## config.mk

```make
export PLATFORM = sky130hd
export DESIGN_NAME = vna_front
export DESIGN_NICKNAME = d
export VERILOG_FILES = /design/src/sv/vna_pkg.sv /design/src/sv/vna_front.sv
export SDC_FILE = /design/constraint.sdc
export NUM_CORES = 1
export LEC_CHECK = 0
export BUFFER_PORTS_ARGS = -buffer_cell sky130_fd_sc_hd__buf_2
export CAP_MARGIN = 20
export CORE_MARGIN = 5
export CORE_UTILIZATION = 41
export DETAILED_ROUTE_END_ITERATION = 7
export PLACE_DENSITY_LB_ADDON = 0.25
export SYNTH_ARGS = -nofsm -noshare
export SYNTH_HDL_FRONTEND = slang
export SYNTH_SLANG_ARGS = --single-unit
```

## constraint.sdc

```tcl
create_clock -name clk -period 7.6 [get_ports clk]
set_input_delay 0.38 -clock clk [delete_from_list [all_inputs] [get_ports clk]]
set_output_delay 0.38 -clock clk [all_outputs]
set_load 0.02 [all_outputs]
```

## src/sv/vna_pkg.sv

```systemverilog
// package: shared types and constants for the vertex normal averaging core
package vna_pkg;

  localparam logic [1:0] CMD_LOAD   = 2'd0;
  localparam logic [1:0] CMD_TRI    = 2'd1;
  localparam logic [1:0] CMD_READ   = 2'd2;
  localparam logic [1:0] CMD_UNUSED = 2'd3;

  localparam int POS_W = 16;
  localparam int SUM_W = 24;
  localparam int NRM_W = 16;
  localparam int IDX_W = 10;
  localparam int MAG_W = 41;
  localparam logic signed [SUM_W-1:0] SUM_MAX = 24'sh7FFFFF;
  localparam logic signed [SUM_W-1:0] SUM_MIN = -24'sh800000;

  typedef struct packed {
    logic [1:0]       cmd;
    logic [IDX_W-1:0] idx;
    logic [POS_W-1:0] px;
    logic [POS_W-1:0] py;
    logic [POS_W-1:0] pz;
    logic [IDX_W-1:0] ca;
    logic [IDX_W-1:0] cb;
    logic [IDX_W-1:0] cc;
    logic             bad;
  } item_t;

  typedef enum logic [4:0] {
    S_IDLE, S_LOAD, S_RA, S_RB, S_RC, S_EDGE, S_CR0, S_CR1, S_CR2,
    S_N0, S_N1, S_N2, S_SQ, S_SQ1, S_SQ2, S_SQRT, S_DIV, S_ADD0, S_ADD1, S_ADD2,
    S_ADDW, S_RS, S_RS1, S_OUT, S_CLR
  } state_t;

endpackage

```

## src/sv/vna_front.sv

```systemverilog
// front: accepts beats, flags out-of-range indexes and queues items
module vna_front #(
  parameter int VERTEX_COUNT = 1024
) (
  input  logic                 clk,
  input  logic                 rst,
  input  logic                 in_valid,
  output logic                 in_stall,
  input  logic [1:0]           cmd,
  input  logic [9:0]           vertex_index,
  input  logic [15:0]          pos_x,
  input  logic [15:0]          pos_y,
  input  logic [15:0]          pos_z,
  input  logic [9:0]           corner_a,
  input  logic [9:0]           corner_b,
  input  logic [9:0]           corner_c,
  output logic                 q_valid,
  input  logic                 q_take,
  output vna_pkg::item_t       q_item
);
  localparam int LIM = (VERTEX_COUNT > 1024) ? 1024 : VERTEX_COUNT;
  localparam logic [10:0] LIM_V = 11'(LIM);

  vna_pkg::item_t fifo [4];
  logic [1:0] wp, rp;
  logic [2:0] cnt;
  vna_pkg::item_t it;
  logic push;

  always_comb begin
    it.cmd = cmd;
    it.idx = vertex_index;
    it.px = pos_x;
    it.py = pos_y;
    it.pz = pos_z;
    it.ca = corner_a;
    it.cb = corner_b;
    it.cc = corner_c;
    if (cmd == vna_pkg::CMD_TRI) begin
      it.bad = ({1'b0, corner_a} >= LIM_V) || ({1'b0, corner_b} >= LIM_V) ||
               ({1'b0, corner_c} >= LIM_V);
    end else begin
      it.bad = {1'b0, vertex_index} >= LIM_V;
    end
  end

  assign in_stall = (cnt == 3'd4);
  assign push = in_valid && !in_stall;
  assign q_valid = (cnt != 3'd0);
  assign q_item = fifo[rp];

  always_ff @(posedge clk) begin
    if (push) begin
      fifo[wp] <= it;
    end
    if (rst) begin
      wp <= '0;
      rp <= '0;
      cnt <= '0;
    end else begin
      if (push) wp <= wp + 2'd1;
      if (q_take) rp <= rp + 2'd1;
      cnt <= cnt + {2'b0, push} - {2'b0, q_take};
    end
  end
endmodule

```

==> reports/qor.yml <==
global_routing:
  grt-ovfl-total: 0
  number_of_antenna_violations_at_the_first_check_in_global_routing: 4
  grt_use_total_pct: 13.7
  first_global_vias: 6503
  grt_start_max_net_pins: 56
  wire_length_of_the_first_global_routing_pass_mm: 38.3
timing:
  worstMarginPinSlew_ns: 0.871
  fin_crit_ns: 3.42
  grt_setup_unrepaired: "false"
  fin_worst_skew_ns: 0.0186
  setup_total_negative_slack_ns: 0
  timing.fmax_mhz: 292
  slew_headroom_pct: 41.9
  timing_max_transition_violations_final: 0
  setup_slack_ns: 4.18
  hold_violations: 0
  fin_crit_sh_pct: 45.0
  setup_viol_count_final: 0
worst_hold_path:
  hold_class: "in2reg"
  min_path_cells: 1
critical_path:
  worst_setup_start_kind: "flop"
  critical_path.endpoint_type: "output port"
  crit_path_top_delay_cell: "dfxtp_4"
  setup.worst_path.class: "reg2out"
  cp_top_family: "buffers and inverters"
  cp_data_arrival_time_ns: 3.04
  timing.critical_path.cells: "buf_4, buf_16, mux4_2, buf_2"
  path_depth: 4
  cp.buffers_inverters: 3
  critical_path.max_fanout: 41
  critical-path-max-stage-delay_ns: 0.93
  r2r_cells: 4
  worst_ep_required_time_ns: 7.22
detailed_routing:
  detailedRoute.firstPassIterationCount: 6
  drt_iter0_markers: 266
  viasPerCell: 5.00
  wl_per_cell_um: 21.4
  detail_route.drc_violations: 0
  vias: 5970
  detail-route-antenna-nets: 0
  routed_wl_mm: 25.6
status:
  outcome: "completed"
clock_network:
  clock_tree.buffer_depth: 3
  cts_made_buffers: 39
  clock_tree_from_tritoncts: "yes"
  post_cts_resized: 0
  worst_skew_pair.late_latency_ns: 0.51
  numClockSinks: 369
  clk_root_buffer_cell: "clkbuf_16"
  ctsHoldBuffers: 0
  postCtsSetupBuffers: 0
  clock_pin_slew_reported_for_the_worst_setup_and_hold_paths_after_clock_tree_synthesis_ns: 0.06
  h-tree-depth: 2
synth:
  yosysSeqAreaShare_pct: 81.2
  syn-num-nets: 621
  ys.warnings.count: 0
  synth-edff-count: 360
  postSynthAreaPerCell_um2: 26.0
  synth_top_cells_by_area: "edfxtp_1 (80%), mux4_2 (15%), buf_12 (1.3%), dfxtp_1 (1.3%), ha_1 (0.55%)"
  synthMostInstantiatedCell: "edfxtp_1"
  main_synth_ff_type: "edfxtp_1"
  netlist_area_mm2: 0.0135
  synthTopCellsByCount: "edfxtp_1 (360), mux4_2 (90), buf_12 (9), buf_2 (9), dfxtp_1 (9)"
  post_synth_num_cell_types: 26
  netlist_instances: 520
  netlist.top_cell.by_area: "edfxtp_1"
  postSynthRegisterBits: 369
  asyncSetResetFlopFracSynth_pct: 0
  synth_largest_type_area_fraction_pct: 79.9
final_layout:
  antenna-diode-count: 0
  nNetsFinal: 832
  layout_stage_area_growth_over_the_synthesis_result_pct: 18.4
  post-route-cell-area_mm2: 0.0160
  drive_above_1_share_pct: 45.2
placed_design:
  dpl_cell_area_mm2: 0.0148
  placement.io_buffers: 185
  place.gp.congestion: 0.710
  detailedPlacementHpwl_mm: 15.0
  dp_worst_setup_slack_ns: 4.36
floorplanning:
  chipHeight_um: 192
  design.portCount: 187
  core_mm2: 0.0325
  die_area_mm2: 0.0368
  num_rows: 66
  floorplan.initialDensity_pct: 41.6
  die_w_um: 192
power:
  leakage_nw: 5.36
  power.ir.vdd_worst_v: 0.000230
  p_per_area_mw_per_mm2: 308
flow_run:
  maxCapViolCount: 0
-- final cells by class --
class	instances	area, µm²
Clock inverter	19	174
Timing Repair Buffer	192	998
Multi-Input combinational cell	123	2280
Clock buffer	44	995
Fill cell	2671	16500
Inverter	6	22.5
Tap cell	442	553
Sequential cell	369	11000
-- stage by stage --
stage | std cells | util (%) | hold WS, ns | total power, mW
3_3_place_gp | 1131 | 45.6 | 0.490 | 3.24
5_1_grt | 1195 | 49.3 | 0.0566 | 5.16
6_report | 1195 | 49.3 | 0.0831 | 4.94
3_5_place_dp | 1131 | 45.6 | 0.530 | 3.26
4_1_cts | 1194 | 49.2 | 0.0555 | 5.02
2_1_floorplan | 520 | - | 0.479 | 3.01
-- layout by cell type, fill, tap and decap left out, drive strengths merged --
cell type / synthesis / layout
edfxtp: 360 / 360
buf: 21 / 192
mux4: 90 / 90
clkbuf: 1 / 44
clkinv: 0 / 15
dfxtp: 9 / 9
inv: 6 / 7
nor2: 6 / 6
ha: 6 / 6
and2: 5 / 5
bufinv: 0 / 3
or3: 2 / 2
xor2: 2 / 2
nand2b: 2 / 2
nor3b: 1 / 1
nor2b: 1 / 1
o21ai: 1 / 1
a21oi: 1 / 1
xnor2: 1 / 1
nand2: 1 / 1
mux2i: 1 / 1
nor3: 1 / 1
fa: 1 / 1
conb: 1 / 1
-- cells by family (layout without fill, tap and decap cells) --
logic type / count (synthesis) / after routing / share of synthesized area (%)
DFF: 369 / 369 / 81.2
muxes: 91 / 91 / 15.0
buffers and inverters: 28 / 261 / 2.02
and+or+nand+nor: 19 / 19 / 0.749
adders and majority gates: 7 / 7 / 0.702
xor gates and xnor gates: 3 / 3 / 0.194
AOI/OAI and AO/OA: 2 / 2 / 0.0739
other: 1 / 1 / 0.0277
-- worst paths after layout --
kind	from	slack, ns	endpoint
worst max register to register	cnt[1]	4.84	fifo[1][25]
worst min-delay path	corner_b[2]	0.08	fifo[2][12]
worst min register to register	wp[1]	0.53	wp[1]
worst max-delay path	flop	4.18	q_item[62]
-- flip-flops by register name, summed over array words and instances (netlist names), named ones only --
name,count
rp,2
wp,2
cnt,3
fifo,360
-- where the power goes --
part | total, mW | internal [mW] | leakage, nW | switching, mW
Clock | 1.74 | 1.04 | 0.578 | 0.706
Combinational | 0.686 | 0.266 | 1.41 | 0.421
Sequential | 2.51 | 2.45 | 3.37 | 0.0648
Total | 4.94 | 3.75 | 5.36 | 1.19
-- per-layer routing --
layer	GRT usage (%)	vias up	part of all wire [%]
met1	18.1	3129	42
met4	3.09	8	1.5
met3	3.89	44	6.4
met5	0	-	0.22
met2	23.0	154	50
li1	-	2635	-
Power figures use the tool's default switching activity.
